File: config.mk
export PLATFORM = sky130hd
export DESIGN_NAME = mvm_mac
export DESIGN_NICKNAME = d
export VERILOG_FILES = /design/src/rtl/mvm_pkg.sv /design/src/rtl/mvm_mac.sv
export SDC_FILE = /design/constraint.sdc
export NUM_CORES = 1
export LEC_CHECK = 0
export BUFFER_PORTS_ARGS = -buffer_cell sky130_fd_sc_hd__clkbuf_2
export CAP_MARGIN = 0
export CORE_MARGIN = 5
export CORE_UTILIZATION = 45
export CTS_CLUSTER_DIAMETER = 30
export DETAILED_ROUTE_END_ITERATION = 12
export GPL_TIMING_DRIVEN = 1
export HOLD_SLACK_MARGIN = 0.02
export SYNTH_ARGS = -nofsm -noshare
export SYNTH_HDL_FRONTEND = slang
export SYNTH_SLANG_ARGS = --single-unit
export TNS_END_PERCENT = 5
File: constraint.sdc
create_clock -name clock -period 10.4 [get_ports clock]
set_clock_uncertainty 0.1 [all_clocks]
set_input_delay 2.08 -clock clock [delete_from_list [all_inputs] [get_ports clock]]
set_output_delay 2.08 -clock clock [all_outputs]
set_load 0.1 [all_outputs]
File: src/rtl/mvm_pkg.sv
`timescale 1ns / 1ps

package mvm_pkg;

   // Sizes of the vector store and of the data path
   localparam int MAX_COLS  = 4096;
   localparam int DATA_W    = 16;
   localparam int FRAC_BITS = 8;
   localparam int ADDR_W    = $clog2(MAX_COLS);
   localparam int COL_W     = 13;
   localparam int ROW_W     = 16;
   localparam int PROD_W    = 2 * DATA_W;
   localparam int ACC_W     = 48;

   // Request kinds carried on req_tuser
   typedef enum logic {
      CMD_LOAD   = 1'b0,
      CMD_WEIGHT = 1'b1
   } mvm_cmd_type;

   // Register indexes of the configuration port
   typedef enum logic {
      CSR_N_COLS = 1'b0,
      CSR_N_ROWS = 1'b1
   } mvm_csr_type;

   // Control that travels beside each weight through the MAC pipeline
   typedef struct packed {
      logic             valid;
      logic             first_col;
      logic             last_col;
      logic [ROW_W-1:0] row_index;
      logic             last_row;
   } mvm_ctl_type;

endpackage

File: src/rtl/mvm_mac.sv
`timescale 1ns / 1ps

module mvm_mac
   import mvm_pkg::*;
(
   input  logic              clock,
   input  logic              reset,
   input  mvm_ctl_type       ctl_in,
   input  logic [DATA_W-1:0] weight_in,
   input  logic [DATA_W-1:0] vec_in,
   output logic              advance,
   output logic              rsp_valid,
   input  logic              rsp_ready,
   output logic [DATA_W-1:0] rsp_value,
   output logic [ROW_W-1:0]  rsp_row,
   output logic              rsp_last,
   output logic              rsp_sat
);

   localparam int HiW = ACC_W - FRAC_BITS - DATA_W + 1;

   mvm_ctl_type              ctl2_ff;
   logic signed [PROD_W-1:0] prod_ff;
   logic signed [ACC_W-1:0]  acc_ff, acc_in;
   logic                     res_valid_ff;
   logic [ROW_W-1:0]         res_row_ff;
   logic                     res_last_ff;
   logic                     rsp_valid_ff;
   logic [DATA_W-1:0]        rsp_value_ff, value_in;
   logic [ROW_W-1:0]         rsp_row_ff;
   logic                     rsp_last_ff;
   logic                     rsp_sat_ff, sat_in;
   logic signed [ACC_W-1:0]  shifted;
   logic [HiW-1:0]           upper;

   // Whole pipeline moves unless a result is waiting on a stalled consumer
   assign advance = !rsp_valid_ff || rsp_ready;

   // Multiply stage
   always_ff @(posedge clock) begin
      if (reset) begin
         ctl2_ff.valid <= 1'b0;
      end else if (advance) begin
         ctl2_ff.valid <= ctl_in.valid;
      end
      if (advance) begin
         ctl2_ff.first_col <= ctl_in.first_col;
         ctl2_ff.last_col  <= ctl_in.last_col;
         ctl2_ff.row_index <= ctl_in.row_index;
         ctl2_ff.last_row  <= ctl_in.last_row;
         prod_ff           <= signed'(weight_in) * signed'(vec_in);
      end
   end

   // Accumulate stage; the first column of a row starts from zero
   assign acc_in = (ctl2_ff.first_col ? '0 : acc_ff) + ACC_W'(prod_ff);

   always_ff @(posedge clock) begin
      if (reset) begin
         acc_ff       <= '0;
         res_valid_ff <= 1'b0;
      end else if (advance) begin
         if (ctl2_ff.valid) begin
            acc_ff <= acc_in;
         end
         res_valid_ff <= ctl2_ff.valid && ctl2_ff.last_col;
      end
   end

   always_ff @(posedge clock) begin
      if (advance) begin
         res_row_ff  <= ctl2_ff.row_index;
         res_last_ff <= ctl2_ff.last_row;
      end
   end

   // Scale down and clip to the data width
   assign shifted = acc_ff >>> FRAC_BITS;
   assign upper   = shifted[ACC_W-FRAC_BITS-1:DATA_W-1];

   always_comb begin
      sat_in   = !((&upper) || !(|upper));
      value_in = shifted[DATA_W-1:0];
      if (sat_in) begin
         value_in = shifted[ACC_W-1] ? {1'b1, {(DATA_W-1){1'b0}}}
                                     : {1'b0, {(DATA_W-1){1'b1}}};
      end
   end

   // Output register
   always_ff @(posedge clock) begin
      if (reset) begin
         rsp_valid_ff <= 1'b0;
      end else if (advance) begin
         rsp_valid_ff <= res_valid_ff;
      end
   end

   always_ff @(posedge clock) begin
      if (advance) begin
         rsp_value_ff <= value_in;
         rsp_row_ff   <= res_row_ff;
         rsp_last_ff  <= res_last_ff;
         rsp_sat_ff   <= sat_in;
      end
   end

   assign rsp_valid = rsp_valid_ff;
   assign rsp_value = rsp_value_ff;
   assign rsp_row   = rsp_row_ff;
   assign rsp_last  = rsp_last_ff;
   assign rsp_sat   = rsp_sat_ff;

endmodule

==> Word level (Yosys, flattened, before mapping) <==
Cells that the tools add are included.
{ "word_totals": {"reg_bits": 153, "output_inout_bits": 36, "word_cells": 29} }
{ "classes": {"n_addsub": 1, "mul": 1, "muxes": 3, "reduce_logical": 9} }
{ "ops": {"columns": ["op", "n"], "rows": [
  ["$add A48 B48 Y48", 1],
  ["$mux W48", 1],
  ["$mul A16 B16 Y32", 1],
  ["$mux W16", 2],
  ["$reduce_and A25 Y1", 1],
  ["$reduce_or A25 Y1", 1],
  ["$logic_not A1 Y1", 3],
  ["$logic_or A1 B1 Y1", 2],
  ["$reduce_and A2 Y1", 1],
  ["$logic_and A1 B1 Y1", 1]
]} }

==> Logic depth before layout (Yosys ltp) <==
Gate-level depths: netlist of the first run.
{ "logic_depth": {"ltp_word": 4, "mapped_depth": 25, "depth_no_buf": 24} }

==> Worst setup path before layout of the first run <==
No wires, ideal clock.
{ "synth_timing": {"path_type": "input port to output port", "startpoint": "in rsp_ready", "endpoint": "out advance", "arrival_ns": 5.894, "required_time_ns": 8.220, "slack_ns": 2.326, "stages": 2, "n_path_buf": 1, "cell_sequence": "nand2b_1 -> clkbuf_1"} }
{ "synth_via": {"elab_chain_cells": 1} }
{ "synth_lines": {"columns": ["element", "line_no", "source"], "rows": [
  ["start: declaration", "mvm_mac.sv:13", "input logic rsp_ready,"],
  ["$logic_or A1 B1 Y1", "mvm_mac.sv:37", "assign advance = !rsp_valid_ff || rsp_ready;"],
  ["end: declaration", "mvm_mac.sv:11", "output logic advance,"]
]} }
No other way between the ends.

==> Worst setup path in the final report of the first run <==
{ "layout_timing": {"startpoint": "in weight_in[15]", "endpoint": "reg prod_ff[31], data pin"} }
{ "layout_via": {"elab_chain_cells": 1} }
{ "layout_lines": {"columns": ["element", "line_no", "source"], "rows": [
  ["start: declaration", "mvm_mac.sv:9", "input logic [DATA_W-1:0] weight_in,"],
  ["$mul A16 B16 Y32", "mvm_mac.sv:51", "prod_ff <= signed'(weight_in) * signed'(vec_in);"],
  ["end signal: assignment", "mvm_mac.sv:51", null],
  ["end: declaration", "mvm_mac.sv:23", "logic signed [PROD_W-1:0] prod_ff;"]
]} }
No other way between the ends.
A chain may end at the register's enable or synchronous reset.

==> qor.yml, run 1 <==
setup_path:
  r2r_start: "ctl2_ff[18]"
  rrSetupSlack_ns: 6.27
  cp-start-kind: "input port"
  reg2reg_depth: 13
  path_class: "in2reg"
  timing.critical_path.fanout_max: 16
  cp.arrival_ns: 8.07
  r2r_end: "acc_ff[47]"
  end_kind: "flop"
  crit_required_ns: 10.47
clock_network:
  root_buffer: "clkbuf_16"
  ctsHtreeMaxLevel: 4
  clk_pin_slew_worst_paths_ns: 0.07
  clkLatencyLatePin_ns: 0.42
  postCtsHoldBufs: 0
  cts_tree: "built"
  cts_sinks: 153
  numCtsBuffers: 17
  post-cts-setup-buffer-count: 0
  cts_buffer_depth: 2
  cts_resized: 0
sta:
  hold_viol_final: 0
  rsz0062_at_grt: "false"
  fmax_mhz: 124.9
  setup_viol: 0
  final.period_utilization: 0.7699
  fin_crit_ns: 8.007
  tightest_slew_ns: 0.8846
  setup_tns_ns: 0
  slew_viol_final: 0
  slew_headroom: 0.4103
  holdWs_ns: 0.3186
yosys:
  async_flop_share: 0
  synth_top_area_share: 0.2932
  synth_edf_count: 102
  ys_types: 69
  synth.ff_latch_count: 153
  seq_area_frac_synth: 0.2274
  synthFlopType: "edfxtp_1"
  syn-num-nets: 2338
  yosys.area.top_type: "fa_1"
  netlist_area_sq_um: 17960
  synthTopCellsByArea: "fa_1 (29%), edfxtp_1 (17%), ha_1 (9.0%)"
  synthCells: 1891
  yosysWarnings: 0
  syn_area_per_cell_sq_um: 9.496
min_path:
  min_delay_path_depth: 0
  holdPathEnd: "rsp_row[15]"
  hold_class: "reg2reg"
  hold_start: "res_row_ff[15]"
cells_and_area:
  final_area_sq_um: 19480
  final_cells: 2475
  n_antenna_cell: 0
  nets: 2384
  drive_above_1_share: 0.07077
  area_growth_pct: 8.507
die:
  ios: 91
  die_y_um: 209.8
  dieArea_sq_um: 44000
  fp-row-count: 73
  core_area_sq_um: 39640
  start_util: 0.4530
  die_x_um: 209.8
place:
  dpl_cell_area_sq_um: 18860
  hpwlAfterDp_um: 32080
  gp_congestion: 0.8742
  dp.cells: 2443
  io_buffers: 90
drt:
  ant_nets: 0
  routed_wl_um: 40040
  routedWlPerCell_um: 16.18
  drc: 0
  first_pass_iters: 9
  drt-initial-drc-count: 783
  drt-vias-per-instance: 5.173
  vias: 12800
grt:
  grtUsageTotal: 0.1873
  antenna_found_initial: 0
  grt_pass1_wl_um: 68480
  grt_max_degree: 71
  grt_pass1_vias: 13360
  gr-total-overflow: 0
job:
  cap_violations: 0
run_status:
  status: "finished clean"
[flip-flops by register name, indices dropped and copies added (netlist names), 16 cells and up]
| register | cells |
|---|---|
| acc_ff | 48 |
| ctl2_ff | 20 |
| rsp_row | 16 |
| res_row_ff | 16 |
| prod_ff | 32 |
| rsp_value | 16 |
[synth_stat cells, types with 11 or more instances]
cell type / n
and2_1: 127
nand3_1: 26
o21ai_0: 33
nand2_1: 204
o21bai_1: 19
and3_1: 16
nor2b_1: 50
ha_1: 129
nand2b_1: 11
inv_1: 337
o21ai_1: 12
a21oi_1: 104
dfxtp_1: 51
xnor2_1: 47
nor3_1: 17
o21a_1: 30
xor2_1: 16
a211oi_1: 14
a21o_1: 28
a31oi_1: 16
nand4_1: 22
fa_1: 263
clkbuf_1: 62
edfxtp_1: 102
nor2_1: 55
[worst max-delay path by stage]
| stage | start | to | cells past startpoint |
|---|---|---|---|
| global route | vec_in[4] | prod_ff[31] | 22 |
| detailed placement | weight_in[15] | prod_ff[31] | 22 |
| finish | weight_in[15] | prod_ff[31] | 22 |
| CTS | weight_in[15] | prod_ff[31] | 22 |
| global placement | weight_in[15] | prod_ff[31] | 22 |
| floorplan | rsp_ready | advance | 2 |
[cell usage in the layout, fill, tap and decap left out, drive strengths merged, types with 51 or more instances in the layout]
cell type / n
edfxtp: 102
clkbuf: 107
a21oi: 104
ha: 129
nand2: 204
dfxtp: 51
and2: 127
fa: 263
nor2: 55
inv: 344
[cells by family after synthesis]
kind of cell             share of synthesized area
XOR/XNOR                                   0.03073
multiplexers                              0.002299
buffers and inverters                      0.08514
flip-flops                                  0.2274
AO/OA/AOI/OAI                               0.1093
adder cells (fa/ha/maj)                     0.3831
AND/OR/NAND/NOR                             0.1621
[per-stage QoR]
step / utilization / setup WS, ns
after detailed placement: 0.4757 / 1.919
after floorplan: - / 2.326
after global placement: 0.4757 / 2.092
after CTS: 0.4915 / 2.395
final: 0.4915 / 2.393
after global routing: 0.4915 / 2.115
[routing by layer]
layer / vias to the layer above / global-route usage / wire length [um]
li1: 6213 / - / -
met3: 30 / 0.02481 / 1830
met2: 291 / 0.3003 / 18090
met1: 6269 / 0.2767 / 19730
met4: 0 / 0.03443 / 395
met5: - / 0 / 0
[area by class of cell]
class | count | area, sq um
fillers | 3793 | 20160
repair buffers | 96 | 495.5
flip-flops and latches | 153 | 4084
multi-input cells | 1331 | 12350
clock buffers | 17 | 425.4
well taps | 525 | 656.9
clock inverters | 15 | 202.7
inverters | 338 | 1269
[worst max-delay path, stage by stage]
cell and delay [ns]:
clkbuf_2 0.23, nand2_1 0.19, inv_1 0.10, fa_1 0.61
fa_1 0.76, inv_1 0.15, fa_1 0.44, fa_1 0.54
inv_1 0.05, fa_1 0.53, inv_1 0.05, fa_1 0.47
inv_1 0.04, ha_1 0.33, a21o_1 0.17, a21o_1 0.17
a21o_1 0.19, o21bai_1 0.16, a21oi_1 0.32, o2111ai_1 0.18
a21oi_1 0.21, xnor2_1 0.09
Power of run 1 is not shown: default switching activity piles up to over one toggle a cycle in this logic, so the estimate is an artifact.
==> run 2, diff against run 1 <==
Clock period 10.4 ns to 8 ns, I/O delays scaled along.
==> run 2 against run 1 <==
  * Non-clock buffer count is 8 higher
  * Sequential cell count stayed put
  * Sequential share of layout area hardly changed
  * Highest routed layer unchanged
  * Via count is 0.34% lower
  * Setup slack worse by 1.7 ns
==> qor.yml, run 2 (same netlist as run 1, synthesis figures left out) <==
run_status:
  status: "finished clean"
grt:
  antenna_found_initial: 0
  grt_pass1_wl_um: 68140
  grtUsageTotal: 0.1863
  grt_max_degree: 72
  gr-total-overflow: 0
  grt_pass1_vias: 13190
clock_network:
  root_buffer: "clkbuf_16"
  numCtsBuffers: 17
  clk_pin_slew_worst_paths_ns: 0.06
  cts_sinks: 153
  ctsHtreeMaxLevel: 4
  post-cts-setup-buffer-count: 0
  cts_resized: 0
  cts_buffer_depth: 2
  cts_tree: "built"
  postCtsHoldBufs: 0
  clkLatencyLatePin_ns: 0.43
drt:
  wl_met2_um: 17750
  routed.top_layer: "met4"
  drc: 0
  ant_nets: 0
  m1WireLength_um: 19920
  routedWlPerCell_um: 16.01
  wl_met3_um: 1664
  drt-initial-drc-count: 932
  drt-vias-per-instance: 5.139
  first_pass_iters: 5
  routed_wl_um: 39760
  vias: 12760
place:
  io_buffers: 90
  gp_congestion: 0.8852
  hpwlAfterDp_um: 32250
sta:
  tightest_slew_ns: 0.9252
  slew_headroom: 0.3832
  fin_crit_ns: 7.325
  setup_tns_ns: 0
  final.period_utilization: 0.9156
  slew_viol_final: 0
  fmax_mhz: 136.5
  hold_viol_final: 0
  rsz0062_at_grt: "false"
  setup_viol: 0
die:
  die_y_um: 209.8
  die_x_um: 209.8
  ios: 91
  dieArea_sq_um: 44000
  start_util: 0.4530
  fp-row-count: 73
  core_area_sq_um: 39640
job:
  cap_violations: 0
cells_and_area:
  final_common_cell: "inv_1"
  largest_reg_flops: 48
  reg_top3: "acc_ff x48, prod_ff x32, ctl2_ff x20"
  fillers: 3778
  largest_register: "acc_ff"
  mostFrequentLayoutCells: "inv_1 (337), fa_1 (263), nand2_1 (204)"
  area_growth_pct: 8.361
  finalCoreUtilization: 0.4909
  n_antenna_cell: 0
  nets: 2392
  drive_above_1_share: 0.07354
setup_path:
  cp-start-kind: "input port"
  slowest_stage: "fa_1"
  slowest_delay_ns: 0.54
  path_class: "in2reg"
  crit_required_ns: 8.08
  cp_num_buf_inv: 6
  path_cells: "clkbuf_2 > nand2_1 > fa_1 > inv_1 > fa_1 > inv_1 > fa_1 > inv_1 > fa_1 > fa_1 > inv_1 > fa_1 > inv_1 > ha_1 > o21a_1 > o21a_1 > o21ai_0 > a21oi_1 > a21oi_1 > a21oi_1 > a211o_1 > a21oi_1 > xnor2_1"
  path_delay_family: "adder cells"
  cp.arrival_ns: 7.40
  end_kind: "flop"
  timing.critical_path.fanout_max: 16
  path_common_cell: "fa_1"
min_path:
  hold_class: "reg2reg"
[run 2: cell types whose count changed in the layout (fill, tap and decap cells not counted), moves of 2 or more]
cell | before | now
clkinv_8 | 4 | 0
buf_4 | 6 | 14
clkinv_2 | 0 | 2
clkinv_4 | 0 | 3
bufinv_16 | 2 | 0
[run 2: area by class of cell]
type,count,area [sq um],area share
Sequential cell,153,4084,0.2099
Clock inverter,14,112.6,0.005787
Timing Repair Buffer,104,555.5,0.02855
Multi-Input combinational cell,1331,12350,0.6348
Inverter,338,1269,0.06520
Clock buffer,18,429.2,0.02206
Tap cell,525,656.9,0.03376
[run 2: through the flow]
stage	worst slack [ns]	std cells	hold WS (ns)	cell area, sq um
2_1_floorplan	0.5228	1891	0.3003	17960
3_3_place_gp	0.3416	2451	0.3004	18920
3_5_place_dp	0.2414	2451	0.3045	18920
4_1_cts	0.7023	2483	0.3179	19460
5_1_grt	0.3608	2483	0.3237	19460
6_report	0.6754	2483	0.3135	19460
[run 2: path summary, 6_finish.rpt]
path,slack [ns],from,cells after the start,end
setup / recovery,0.68,weight_in[7],23,prod_ff[30]
hold reg to reg,0.31,res_row_ff[11],0,rsp_row[11]
setup reg to reg,3.88,ctl2_ff[18],13,acc_ff[47]
hold / removal,0.31,res_row_ff[11],0,rsp_row[11]
[run 2: worst register-to-register path: stages (launching register included)]
cell	delay, ns
edfxtp_1	0.33
buf_4	0.49
nand2b_1	0.27
inv_1	0.05
ha_1	0.28
a211oi_1	0.31
o21ai_1	0.20
nand4bb_1	0.20
nand4_1	0.26
a22oi_2	0.29
a21oi_1	0.12
o22a_1	0.27
mux2_1	0.32
or4b_1	0.50
[run 2: routing by layer]
layer	up-vias	track usage
met3	37	0.02287
met2	264	0.2967
li1	6222	-
met5	-	0
met4	0	0.03510
met1	6236	0.2776
Power of run 2 is left out for the same reason.
