### src/rtl/mvm_pkg.sv
`timescale 1ns / 1ps

package mvm_pkg;

   // Sizes of the vector store and of the data path
   localparam int MAX_COLS  = 4096;
   localparam int DATA_W    = 16;
   localparam int FRAC_BITS = 8;
   localparam int ADDR_W    = $clog2(MAX_COLS);
   localparam int COL_W     = 13;
   localparam int ROW_W     = 16;
   localparam int PROD_W    = 2 * DATA_W;
   localparam int ACC_W     = 48;

   // Request kinds carried on req_tuser
   typedef enum logic {
      CMD_LOAD   = 1'b0,
      CMD_WEIGHT = 1'b1
   } mvm_cmd_type;

   // Register indexes of the configuration port
   typedef enum logic {
      CSR_N_COLS = 1'b0,
      CSR_N_ROWS = 1'b1
   } mvm_csr_type;

   // Control that travels beside each weight through the MAC pipeline
   typedef struct packed {
      logic             valid;
      logic             first_col;
      logic             last_col;
      logic [ROW_W-1:0] row_index;
      logic             last_row;
   } mvm_ctl_type;

endpackage

### src/rtl/mvm_sequencer.sv
`timescale 1ns / 1ps

module mvm_sequencer
   import mvm_pkg::*;
(
   input  logic               clock,
   input  logic               reset,
   // configuration
   input  logic               csr_valid,
   output logic               csr_ready,
   input  logic               csr_index,
   input  logic [ROW_W-1:0]   csr_data,
   // request side
   input  logic               req_valid,
   input  logic               req_cmd,
   input  logic [ADDR_W-1:0]  req_index,
   input  logic [DATA_W-1:0]  req_value,
   input  logic               advance,
   output logic               req_ready,
   // vector store access
   output logic               ram_wr_en,
   output logic [ADDR_W-1:0]  ram_wr_addr,
   output logic [DATA_W-1:0]  ram_wr_data,
   output logic               ram_rd_en,
   output logic [ADDR_W-1:0]  ram_rd_addr,
   // first pipeline stage, aligned with the read data
   output mvm_ctl_type        ctl_out,
   output logic [DATA_W-1:0]  weight_out
);

   localparam logic [COL_W-1:0] MaxColsC = COL_W'(MAX_COLS);

   logic [COL_W-1:0]  n_cols_ff;
   logic [ROW_W-1:0]  n_rows_ff;
   logic [ADDR_W-1:0] col_ff, col_in;
   logic [ROW_W-1:0]  row_ff, row_in;
   mvm_ctl_type       ctl_ff, ctl_in;
   logic [DATA_W-1:0] weight_ff;
   logic [COL_W-1:0]  cols_eff;
   logic [ROW_W:0]    rows_eff;
   logic              accept;
   logic              is_weight;
   logic              last_col;
   logic              last_row;

   assign csr_ready = 1'b1;
   assign req_ready = advance;
   assign accept    = req_valid && advance;
   assign is_weight = (req_cmd == CMD_WEIGHT);

   // Configuration registers
   always_ff @(posedge clock) begin
      if (reset) begin
         n_cols_ff <= COL_W'(1);
         n_rows_ff <= ROW_W'(1);
      end else if (csr_valid) begin
         if (csr_index == CSR_N_COLS) begin
            n_cols_ff <= csr_data[COL_W-1:0];
         end
         if (csr_index == CSR_N_ROWS) begin
            n_rows_ff <= csr_data;
         end
      end
   end

   // Clamp the lengths into their legal ranges
   always_comb begin
      if (n_cols_ff == '0) begin
         cols_eff = COL_W'(1);
      end else if (n_cols_ff > MaxColsC) begin
         cols_eff = MaxColsC;
      end else begin
         cols_eff = n_cols_ff;
      end
      rows_eff = (n_rows_ff == '0) ? (ROW_W+1)'(1) : {1'b0, n_rows_ff};
   end

   assign last_col = ((COL_W'(col_ff) + COL_W'(1)) >= cols_eff);
   assign last_row = (({1'b0, row_ff} + (ROW_W+1)'(1)) >= rows_eff);

   // Advance the column and row counters; a load restarts the product
   always_comb begin
      col_in = col_ff;
      row_in = row_ff;
      if (accept) begin
         if (!is_weight) begin
            col_in = '0;
            row_in = '0;
         end else if (last_col) begin
            col_in = '0;
            row_in = last_row ? '0 : row_ff + ROW_W'(1);
         end else begin
            col_in = col_ff + ADDR_W'(1);
         end
      end
   end

   always_comb begin
      ctl_in.valid     = accept && is_weight;
      ctl_in.first_col = (col_ff == '0);
      ctl_in.last_col  = last_col;
      ctl_in.row_index = row_ff;
      ctl_in.last_row  = last_row;
   end

   // Counters
   always_ff @(posedge clock) begin
      if (reset) begin
         col_ff <= '0;
         row_ff <= '0;
      end else begin
         col_ff <= col_in;
         row_ff <= row_in;
      end
   end

   // First pipeline stage
   always_ff @(posedge clock) begin
      if (reset) begin
         ctl_ff.valid <= 1'b0;
      end else if (advance) begin
         ctl_ff.valid <= ctl_in.valid;
      end
      if (advance) begin
         ctl_ff.first_col <= ctl_in.first_col;
         ctl_ff.last_col  <= ctl_in.last_col;
         ctl_ff.row_index <= ctl_in.row_index;
         ctl_ff.last_row  <= ctl_in.last_row;
         weight_ff        <= req_value;
      end
   end

   // Loads write the store, every advancing cycle reads the current column
   assign ram_wr_en   = accept && !is_weight;
   assign ram_wr_addr = req_index;
   assign ram_wr_data = req_value;
   assign ram_rd_en   = advance;
   assign ram_rd_addr = col_ff;

   assign ctl_out    = ctl_ff;
   assign weight_out = weight_ff;

endmodule

### config.mk
export PLATFORM = sky130hd
export DESIGN_NAME = mvm_sequencer
export DESIGN_NICKNAME = d
export VERILOG_FILES = /design/src/rtl/mvm_pkg.sv /design/src/rtl/mvm_sequencer.sv
export SDC_FILE = /design/constraint.sdc
export NUM_CORES = 1
export LEC_CHECK = 0
export BUFFER_PORTS_ARGS = -buffer_cell sky130_fd_sc_hd__buf_2
export CAP_MARGIN = 20
export CORE_MARGIN = 3
export CORE_UTILIZATION = 40
export CTS_CLUSTER_DIAMETER = 60
export CTS_CLUSTER_SIZE = 30
export DETAILED_ROUTE_END_ITERATION = 8
export HOLD_SLACK_MARGIN = 0.08
export PLACE_DENSITY = 0.66
export SLEW_MARGIN = 40
export SYNTH_ARGS = -nofsm -noshare
export SYNTH_HDL_FRONTEND = slang
export SYNTH_SLANG_ARGS = --single-unit
### constraint.sdc
create_clock -name clock -period 3.19 [get_ports clock]
set_input_delay 0.319 -clock clock [delete_from_list [all_inputs] [get_ports clock]]
set_output_delay 0.319 -clock clock [all_outputs]
set_load 0.01 [all_outputs]
======== Yosys cells after proc, flatten, opt, wreduce, memory -nomap -nowiden ========
Index checks and enable logic that the tools add are counted.
operators by class
  reductions and logical operators ........ 10
  order comparisons ....................... 3
  add/subtract/negate cells ............... 4
  bitwise logic cells ..................... 1
  equal/unequal tests ..................... 1
  mux-type cells .......................... 8
operators with widths
  cell                                                             number
  16-bit 2-to-1 mux                                                4
  13-bit 2-to-1 mux                                                2
  12-bit 2-to-1 mux                                                2
  16-bit by 1-bit adder with 17-bit output, second input constant  1
  17-bit by 16-bit >= comparator with 1-bit output                 1
  16-bit by 1-bit adder with 16-bit output, second input constant  1
  16-bit logical NOT                                               1
  12-bit by 1-bit adder with 13-bit output, second input constant  1
  13-bit >= comparator                                             1
  13-bit > comparator, second input constant                       1
  13-bit logical NOT                                               1
  12-bit by 1-bit adder with 12-bit output, second input constant  1
  12-bit logical NOT                                               1
  2-bit AND reduction                                              3
  1-bit logical AND                                                3
  2-bit by 1-bit != test with 1-bit output, second input constant  1
  1-bit logical NOT                                                1
  1-bit inverter                                                   1
word-level totals
  word-level logic and storage cells ...... 37
  flip-flop bits (word level) ............. 93
  input bits .............................. 51
  output and inout bits ................... 80

======== Depth between registers and ports, before layout ========
Gate-level depths: netlist (run 1).
  depth after elaboration ................. 6
  depth in mapped cells ................... 16
  mapped depth without buffers ............ 14

======== Worst setup path before layout (run 1) ========
Ideal clock, no wire load.
  path kind ............................... register -> register
  start point ............................. register row_ff[2]
  end point ............................... register row_ff[8]
  clock period less this slack ............ 3,463 ps
  arrival time ............................ 3,378 ps
  setup slack ............................. -273 ps
  stages on the path, launching flop included .. 17
  path buffers ............................ 2
  cells stage by stage .................... dfxtp_1 -> and3_1 -> and3_1 -> and3_1 -> buf_2 -> and3_1 -> nand3_1 -> xnor2_1 -> ha_1 -> nand3_1 -> nor3_1 -> a211oi_2 -> nand4_4 -> or2_4 -> or4_4 -> buf_6 -> o31ai_2
RTL lines
  item                    RTL line              text
  from (decl)             mvm_sequencer.sv:36   logic [ROW_W-1:0] row_ff, row_in;
  from (signal assigned)  mvm_sequencer.sv:113  row_ff <= row_in;

==> impl_metrics.env, run 1 <==
export IMPL_synth_common_cells="nand2_1 (99), dfxtp_1 (58), a21oi_1 (45)"
export IMPL_wl_per_cell_um=15.5
export IMPL_setup_viol=16
export IMPL_antenna_found_initial=0
export IMPL_netlist_cell_type_count=59
export IMPL_dp_cells=756
export IMPL_reg2reg_depth=14
export IMPL_cap_violations=0
export IMPL_drc=0
export IMPL_yosys_area_top_type_share_pct=23.8
export IMPL_htree_levels=3
export IMPL_firstDrtPassIters=4
export IMPL_critPathRequiredTime_ns=3.46
export IMPL_grt_max_degree=47
export IMPL_fmax_ghz=0.299
export IMPL_stdcell_count=780
export IMPL_std_cell_rows=39
export IMPL_crit_end="row_ff[0]"
export IMPL_leakagePower_nw=2.68
export IMPL_status="finished with violations"
export IMPL_synth_warnings=0
export IMPL_ys_seq_area_share_pct=45.4
export IMPL_wl_um=12100
export IMPL_dieHeight_um=116
export IMPL_setup_slack_ns=-0.150
export IMPL_grt_pass1_vias=3930
export IMPL_clk_pin_slew_ns=0.07
export IMPL_die_area_mm2=0.0135
export IMPL_io_buffers=105
export IMPL_die_width_um=116
export IMPL_finalCriticalPeriod_ns=3.34
export IMPL_viasPerCell=5.31
export IMPL_dp_hpwl_um=8790
export IMPL_arrival_ns=3.61
export IMPL_tightest_slew_ns=0.635
export IMPL_core_mm2=0.0117
export IMPL_nFillCells=1036
export IMPL_r2r_end="row_ff[0]"
export IMPL_fin_nets=715
export IMPL_clockRootBuffer="clkbuf_16"
export IMPL_violations="setup timing"
export IMPL_clk_latency_ns=0.35
export IMPL_cp_end_kind="flop"
export IMPL_post_route_util_pct=53.1
export IMPL_syn_area_per_cell_um2=9.47
export IMPL_startpoint="row_ff[1]"
export IMPL_relSlewSlack_pct=57.6
export IMPL_grt_usage_pct=17.6
export IMPL_power_density_mw_per_mm2=460
export IMPL_diodes=0
export IMPL_skew_ns=0.00961
export IMPL_cts_buffers=9
export IMPL_holdCritPathClass="input port to flop"
export IMPL_ys_async_sr_fraction_pct=0
export IMPL_drv_slew=0
export IMPL_synthFlopType="dfxtp_1"
export IMPL_via_count=4138
export IMPL_crit_type="flop to flop"
export IMPL_synth_cells=515
export IMPL_drtIter0Drc=286
export IMPL_ant_nets=0
export IMPL_synth_edf_count=35
export IMPL_io_pin_count=131
export IMPL_gr_total_overflow=0
export IMPL_routabilityCongestion=0.899
export IMPL_ys_seq_elements=93
export IMPL_path_max_fanout=4
export IMPL_synthToLayoutAreaGrowth_pct=27.0
export IMPL_r2r_slack_ns=-0.15
export IMPL_cts_tree="built"
export IMPL_syn_cell_area_mm2=0.00487
export IMPL_crit_path_start_kind="flop"
export IMPL_fin_crit_sh_pct=105
export IMPL_yosysMostFrequentCell="nand2_1"
export IMPL_clock_path_buffers=2
export IMPL_clkSinkCount=93
export IMPL_syn_nets=598
export IMPL_timing_rr_start="row_ff[1]"
export IMPL_hold_viol=0
export IMPL_drive_above_1_share_pct=33.8
export IMPL_initial_core_util_pct=41.8
export IMPL_rsz0062_at_grt="true"
export IMPL_peakVddDrop_v=0.000248
export IMPL_synth_area_leaders="dfxtp_1 (24%), edfxtp_1 (22%), ha_1 (8.2%), nand2_1 (7.6%), buf_4 (4.8%)"
export IMPL_grt_pass1_wl_um=18900
export IMPL_place_ws_ns=-0.284
export IMPL_synth_largest_area_cell="dfxtp_1"
-- layer usage --
layer,track usage [%],vias up,share of wire [%]
li1,-,2030,-
met1,23.8,1950,46
met2,27.9,137,45
met3,2.49,21,6.8
met4,8.51,0,2.0
met5,0,-,0
-- stage by stage --
| step | hold slack [ns] | setup TNS (ns) | instance area, um^2 | power [mW] |
|---|---|---|---|---|
| 6_report | 0.158 | -1.78 | 6190 | 2.85 |
| 5_1_grt | 0.147 | -3.26 | 6190 | 2.96 |
| 4_1_cts | 0.148 | -1.73 | 6090 | 2.86 |
| 3_5_place_dp | 0.462 | -3.18 | 5650 | 1.66 |
| 3_3_place_gp | 0.455 | -1.00 | 5650 | 1.65 |
| 2_1_floorplan | 0.407 | -1.38 | 4930 | 1.54 |
-- worst max-delay path: stages (launching register included) --
cell      delay (ns)
dfxtp_4         0.37
ha_4            0.15
nand3_4         0.10
nor4b_4         0.36
and4_4          0.31
xor2_4          0.19
ha_4            0.23
a21oi_2         0.15
nor2b_1         0.08
a211oi_2        0.22
nand4_4         0.13
or2_4           0.27
buf_6           0.12
or4_4           0.47
o21ai_1         0.13
-- report_power, final --
part / total [mW] / internal (mW) / leakage (nW) / switching (mW)
Clock: 1.18 / 0.698 / 0.157 / 0.480
Combinational: 0.368 / 0.156 / 1.70 / 0.212
Sequential: 1.30 / 1.28 / 0.825 / 0.0229
-- registers in the layout (all words and copies together) (netlist names) --
register	flops
ctl_out	20
n_rows_ff	16
row_ff	16
weight_out	16
n_cols_ff	13
ram_rd_addr	12
-- cell type report --
type	instances	area, um^2	share of cell area [%]
Clock buffer	9	225	3.64
Clock inverter	7	103	1.66
Inverter	25	93.8	1.52
Multi-Input combinational cell	348	2450	39.6
Sequential cell	93	2220	35.9
Tap cell	143	179	2.89
Timing Repair Buffer	155	912	14.7
-- worst min-delay path by stage --
stage / start / end / cells after the start
final: req_value[7] / weight_out[7] / 1
after global routing: req_value[1] / weight_out[1] / 1
after CTS: req_value[1] / weight_out[1] / 1
after detailed placement: ctl_out[19] / ctl_out[19] / 2
after global placement: n_rows_ff[0] / n_rows_ff[0] / 2
after floorplan: row_ff[7] / ctl_out[8] / 0
-- layout by cell type (no fill, tap or decap), types with 4 or more instances in the layout --
cell       synthesis  final
a21oi_1           45     44
buf_4             31     47
clkbuf_16          0      9
xnor2_1           11      8
nor3_1             6      4
and3_4             0      4
ha_1              32     30
inv_1             25     25
a32o_1             7      7
o21a_1             4      4
o31ai_2            4      4
nor2_1            14     14
nand3_1           21     19
edfxtp_1          35     35
xor2_1            12     11
o311ai_0           5      4
o21ai_0            8      8
inv_6              0      4
nand2b_1           6      6
nand2_1           99     99
and3_1            11      6
buf_2              1    105
nor4_1             7      7
nand3b_1           5      5
dfxtp_1           58     54
-- logic make-up after synthesis --
group	synth area share, %
muxes	0.205
other	0.0769
buffers and inverters	8.42
xor gates and xnor gates	4.13
adders and majority gates	8.21
AOI/OAI and AO/OA	13.9
DFF	45.4
and+or+nand+nor	19.7
-- repair_timing --
item                                   4_1_cts  5_1_grt
endpoints found under the hold margin        0        0
hold buffers                                 0        0
gates cloned                                 1        1
gates resized for setup                     14       17
pin swaps                                   16       14
setup endpoints to repair                   16       29
buffers inserted                             5        1
Power figures use the tool's default switching activity.
==> run 2, diff against run 1 <==
--- a/config.mk
+++ b/config.mk
@@ -5,6 +5,7 @@
 export SDC_FILE = /design/constraint.sdc
 export NUM_CORES = 1
 export LEC_CHECK = 0
+export ABC_AREA = 1
 export BUFFER_PORTS_ARGS = -buffer_cell sky130_fd_sc_hd__buf_2
 export CAP_MARGIN = 20
 export CORE_MARGIN = 3
==> impl_metrics.env, run 2 <==
export IMPL_grt_pass1_wl_um=18900
export IMPL_regArea_mm2=0.00221
export IMPL_critPathRequiredTime_ns=3.46
export IMPL_cp_end_kind="flop"
export IMPL_setup_viol=0
export IMPL_synth_warnings=0
export IMPL_firstDrtPassIters=4
export IMPL_synthFlopType="dfxtp_1"
export IMPL_arrival_ns=3.17
export IMPL_slowest_stage="dfxtp_1"
export IMPL_synthToLayoutAreaGrowth_pct=17.5
export IMPL_power_density_mw_per_mm2=515
export IMPL_tightest_slew_ns=0.715
export IMPL_crit_path_start_kind="flop"
export IMPL_die_area_mm2=0.0138
export IMPL_yosys_area_top_type_share_pct=23.4
export IMPL_synth_cells=612
export IMPL_clkSinkCount=93
export IMPL_synth_adder_area_share_pct=8.08
export IMPL_fin_nets=773
export IMPL_diodes=0
export IMPL_cts_buffers=9
export IMPL_finalCriticalPeriod_ns=2.89
export IMPL_cp_cell_sequence="ha_1, nand2_2, nor2_4, nand4_1, nor2_1, nor2_1, nor2_1, inv_1, ha_1, nand2_1, inv_1, nand2_1, nand2_1, a21oi_1, nand3_2, nor2_4, nand4_1, a21oi_1"
export IMPL_fmax_ghz=0.345
export IMPL_initial_core_util_pct=41.1
export IMPL_final_cell_mix="nand2_1 (124), buf_2 (105), nor2_1 (77)"
export IMPL_hold_viol=0
export IMPL_syn_cell_area_mm2=0.00496
export IMPL_ant_nets=0
export IMPL_routabilityCongestion=0.855
export IMPL_via_count=4107
export IMPL_final_common_cell="nand2_1"
export IMPL_drc=0
export IMPL_dieHeight_um=117
export IMPL_antenna_found_initial=0
export IMPL_synth_common_cells="nand2_1 (125), nor2_1 (78), inv_1 (62)"
export IMPL_netlist_cell_type_count=34
export IMPL_synth_edf_count=35
export IMPL_syn_nets=695
export IMPL_skew_ns=0.0123
export IMPL_grt_usage_pct=16.5
export IMPL_synth_area_leaders="dfxtp_1 (23%), edfxtp_1 (21%), nand2_1 (9.5%), ha_1 (8.1%), nor2_1 (5.9%)"
export IMPL_ys_async_sr_fraction_pct=0
export IMPL_largest_reg_flops=20
export IMPL_clk_pin_slew_ns=0.07
export IMPL_die_width_um=117
export IMPL_synth_compound_area_share_pct=8.05
export IMPL_viasPerCell=4.76
export IMPL_drive_above_1_share_pct=21.9
export IMPL_clock_path_buffers=2
export IMPL_cp_slowest_stage_delay_ns=0.40
export IMPL_std_cell_rows=40
export IMPL_synth_largest_area_cell="dfxtp_1"
export IMPL_io_pin_count=131
export IMPL_dp_hpwl_um=8540
export IMPL_cts_tree="built"
export IMPL_crit_type="flop to flop"
export IMPL_leakagePower_nw=2.67
export IMPL_drtIter0Drc=159
export IMPL_clockRootBuffer="clkbuf_16"
export IMPL_synth_top_family_by_area="simple AND/OR/NAND/NOR gates"
export IMPL_path_max_fanout=8
export IMPL_yosysMostFrequentCell="nand2_1"
export IMPL_synth_xor_area_share_pct=3.89
export IMPL_relSlewSlack_pct=52.3
export IMPL_core_mm2=0.0121
export IMPL_drv_slew=0
export IMPL_syn_area_per_cell_um2=8.10
export IMPL_fin_crit_sh_pct=90.7
export IMPL_grt_max_degree=39
export IMPL_cap_violations=0
export IMPL_synthSimpleGateAreaFrac_pct=23.9
export IMPL_holdCritPathClass="input port to flop"
export IMPL_gr_total_overflow=0
export IMPL_io_buffers=105
export IMPL_grt_pass1_vias=3925
export IMPL_fin_tns_setup_ns=0
export IMPL_cts_hold_fix_buffers=0
export IMPL_nFillCells=1184
export IMPL_holdWs_ns=0.158
export IMPL_wl_um=11200
export IMPL_ys_seq_elements=93
export IMPL_htree_levels=3
export IMPL_ys_seq_area_share_pct=44.6
export IMPL_status="complete, no violations"
export IMPL_multiInputGateArea_mm2=0.00223
export IMPL_muxShareOfSynthArea_pct=0
export IMPL_peakVddDrop_v=0.000285
export IMPL_clk_latency_ns=0.35
export IMPL_wl_per_cell_um=13.0
## run 2: cell types whose count changed in the layout (fill, tap and decap cells not counted), moves of 6 or more
cell	previous run	this run
a32o_1	7	0
nand3_1	19	26
o21ai_0	8	30
nand4_1	3	9
buf_4	47	8
nor2_1	14	77
nand2_1	99	124
inv_1	25	62
and3_1	6	0
nand2b_1	6	0
## run 2: worst paths after layout
check          startpoint            end  slack [ns]  cells past startpoint
max             row_ff[1]      row_ff[1]        0.30                     18
min reg2reg   ctl_out[19]    ctl_out[19]        0.46                      2
max reg2reg     row_ff[1]      row_ff[1]        0.30                     18
min          req_value[2]  weight_out[2]        0.16                      1
## run 2: critical path: cells and delay by family, from the launching register on
kind	cells	cell delay, ns
AO/OA/AOI/OAI	2	0.32
adder cells (fa/ha/maj)	2	0.53
buffers and inverters	2	0.11
flip-flops	1	0.40
AND/OR/NAND/NOR	12	1.46
## run 2: cell families after synthesis
kind of cell	after synthesis
other	1
XOR/XNOR	22
AO/OA/AOI/OAI	78
adder cells (fa/ha/maj)	32
buffers and inverters	115
flip-flops	93
AND/OR/NAND/NOR	271
## run 2: stage by stage
| stage | std cells | util [%] | setup slack, ns | power [mW] | cell area (um^2) |
|---|---|---|---|---|---|
| 3_5_place_dp | 845 | 45.1 | 0.168 | 1.85 | 5440 |
| 5_1_grt | 863 | 48.3 | -0.00287 | 3.15 | 5820 |
| 6_report | 863 | 48.3 | 0.295 | 3.00 | 5820 |
| 4_1_cts | 861 | 47.8 | 0.144 | 3.01 | 5760 |
| 3_3_place_gp | 845 | 45.1 | 0.223 | 1.83 | 5440 |
| 2_1_floorplan | 612 | - | 0.424 | 1.72 | 4960 |
## run 2: timing repair
| action | CTS | global route |
|---|---|---|
| setup endpoints to repair | 0 | 28 |
| gates resized for setup | 0 | 10 |
| buffers inserted | 0 | 1 |
| endpoints found under the hold margin | 0 | 0 |
## run 2: cell type report
class | instances | area share, %
Sequential cell | 93 | 38.0
Clock buffer | 13 | 4.47
Multi-Input combinational cell | 405 | 38.2
Inverter | 68 | 4.43
Tap cell | 168 | 3.61
Clock inverter | 3 | 1.18
Timing Repair Buffer | 113 | 10.1
## run 2: where the power goes
group          leakage [nW]  switching [mW]  internal, mW  total (mW)
clock                 0.160           0.432         0.731        1.16
combinational          1.69           0.297         0.176       0.474
sequential            0.825          0.0483          1.32        1.36
total                  2.67           0.778          2.22        3.00
## run 2: per-layer routing
layer  GRT usage (%)  wire (um)
met1            21.5       5180
met2            26.3       5050
met3            4.39        766
met4            6.67        212
met5               0          0
==> run 3, diff against run 2 <==
--- a/config.mk
+++ b/config.mk
@@ -14,7 +14,7 @@
 export CTS_CLUSTER_SIZE = 30
 export DETAILED_ROUTE_END_ITERATION = 8
 export HOLD_SLACK_MARGIN = 0.08
-export PLACE_DENSITY = 0.66
+export PLACE_DENSITY = 0.62
 export SLEW_MARGIN = 40
 export SYNTH_ARGS = -nofsm -noshare
 export SYNTH_HDL_FRONTEND = slang
==> impl_metrics.env, run 3 (synthesized netlist as in run 2, its figures left out) <==
export IMPL_status="complete, no violations"
export IMPL_antenna_found_initial=0
export IMPL_setup_viol=0
export IMPL_dp_hpwl_um=8530
export IMPL_core_mm2=0.0121
export IMPL_drive_above_1_share_pct=22.4
export IMPL_arrival_ns=3.21
export IMPL_leakagePower_nw=2.66
export IMPL_tightest_slew_ns=0.738
export IMPL_r2r_slack_ns=0.27
export IMPL_final_cell_area_mm2=0.00579
export IMPL_cp_cell_sequence="ha_1, nand2_2, nor2_4, nand3_1, nor2_1, xnor2_1, inv_1, ha_1, nand2_1, nor2_1, nand2_1, o21ai_0, nand2_1, nand3_2, nor2_4, nand3_1, nand2_1, nand2_1, nor2_1"
export IMPL_post_route_util_pct=48.0
export IMPL_dpl_cell_area_mm2=0.00544
export IMPL_cts_tree="built"
export IMPL_io_pin_count=131
export IMPL_clk_pin_slew_ns=0.07
export IMPL_firstDrtPassIters=5
export IMPL_diodes=0
export IMPL_ant_nets=0
export IMPL_cpMostUsedCell="nand2_1"
export IMPL_critPathRequiredTime_ns=3.49
export IMPL_slowest_stage="dfxtp_2"
export IMPL_io_buffers=105
export IMPL_final_cell_mix="nand2_1 (124), buf_2 (105), nor2_1 (77)"
export IMPL_wl_um=11500
export IMPL_rsz0062_at_grt="false"
export IMPL_hold_viol=0
export IMPL_holdCritPathClass="input port to flop"
export IMPL_grt_usage_pct=16.4
export IMPL_gr_total_overflow=0
export IMPL_clkSinkCount=93
export IMPL_fin_nets=774
export IMPL_dp_cells=846
export IMPL_htree_levels=3
export IMPL_clk_latency_ns=0.35
export IMPL_crit_path_start_kind="flop"
export IMPL_largest_reg_flops=20
export IMPL_die_area_mm2=0.0138
export IMPL_reg2reg_depth=19
export IMPL_peakVddDrop_v=0.000276
export IMPL_routabilityCongestion=0.860
export IMPL_die_width_um=117
export IMPL_drv_slew=0
export IMPL_final_common_cell="nand2_1"
export IMPL_crit_end="row_ff[4]"
export IMPL_r2r_end="row_ff[4]"
export IMPL_fin_crit_sh_pct=91.4
export IMPL_timing_rr_start="row_ff[0]"
export IMPL_grt_pass1_wl_um=18700
export IMPL_std_cell_rows=40
export IMPL_cp_top_family="simple AND/OR/NAND/NOR gates"
export IMPL_dieHeight_um=117
export IMPL_drc=0
export IMPL_relSlewSlack_pct=50.7
export IMPL_path_max_fanout=8
export IMPL_fin_tns_setup_ns=0
export IMPL_drtIter0Drc=234
export IMPL_cp_num_buf_inv=1
export IMPL_startpoint="row_ff[0]"
export IMPL_wl_per_cell_um=13.3
export IMPL_clockRootBuffer="clkbuf_16"
export IMPL_power_density_mw_per_mm2=496
export IMPL_finalCriticalPeriod_ns=2.92
export IMPL_initial_core_util_pct=41.1
export IMPL_cap_violations=0
export IMPL_viasPerCell=4.81
export IMPL_crit_type="flop to flop"
export IMPL_cp_slowest_stage_delay_ns=0.37
export IMPL_fmax_ghz=0.343
export IMPL_whs_path_depth=1
export IMPL_stdcell_count=864
export IMPL_grt_max_degree=39
export IMPL_cp_end_kind="flop"
export IMPL_cp_depth=19
export IMPL_clock_path_buffers=2
export IMPL_grt_pass1_vias=3882
export IMPL_via_count=4154
export IMPL_skew_ns=0.00693
export IMPL_cts_buffers=9
export IMPL_synthToLayoutAreaGrowth_pct=16.9
-- run 3: cell types whose count changed in the layout (fill, tap and decap cells not counted), sizes merged --
cell,delta
inv,+3
clkbuf,-4
bufinv,-2
nor2,+1
clkinv,+3
-- run 3: worst register-to-register path: stages (launching register included) --
cell and delay [ns]:
dfxtp_2 0.37, ha_1 0.20, nand2_2 0.08, nor2_4 0.14, nand3_1 0.12, nor2_1 0.16, xnor2_1 0.17, inv_1 0.07
ha_1 0.31, nand2_1 0.10, nor2_1 0.05, nand2_1 0.07, o21ai_0 0.08, nand2_1 0.08, nand3_2 0.23, nor2_4 0.32
nand3_1 0.11, nand2_1 0.07, nand2_1 0.05, nor2_1 0.07
-- run 3: where the power goes --
group          switching [mW]  internal, mW
combinational           0.309         0.180
clock                   0.481         0.539
sequential             0.0483          1.32
total                   0.839          2.03
-- run 3: metal layers --
layer,part of all wire [%],global-route usage [%],up-vias
met5,0,0,-
met4,1.9,7.26,0
met3,6.8,3.71,17
met2,44,25.3,143
met1,47,22.1,1869
li1,-,-,2125
-- run 3: what timing repair did --
action	CTS	global route
setup buffers	0	0
hold buffers	0	0
endpoints found under the setup margin	0	28
gates resized for setup	0	12
-- run 3: metrics by stage --
step | setup slack (ns) | hold WS (ns) | power, mW
after global routing | 0.0156 | 0.146 | 3.02
after detailed placement | 0.181 | 0.462 | 1.85
final | 0.275 | 0.150 | 2.87
after CTS | 0.133 | 0.142 | 2.88
after floorplan | 0.424 | 0.388 | 1.72
after global placement | 0.240 | 0.462 | 1.84
-- run 3: layout make-up --
type	count	area [um^2]
fillers	1220	6270
multi-input cells	406	2240
flip-flops and latches	93	2210
repair buffers	113	589
inverters	68	258
clock buffers	9	225
well taps	168	210
clock inverters	7	57.6
-- run 3: worst min-delay path by stage --
stage	slack, ns	to	from
after floorplan	0.39	ctl_out[19]	reset
after global placement	0.46	ctl_out[19]	ctl_out[19]
after detailed placement	0.46	ctl_out[19]	ctl_out[19]
after CTS	0.14	weight_out[10]	req_value[10]
after global routing	0.15	weight_out[10]	req_value[10]
final	0.15	weight_out[10]	req_value[10]
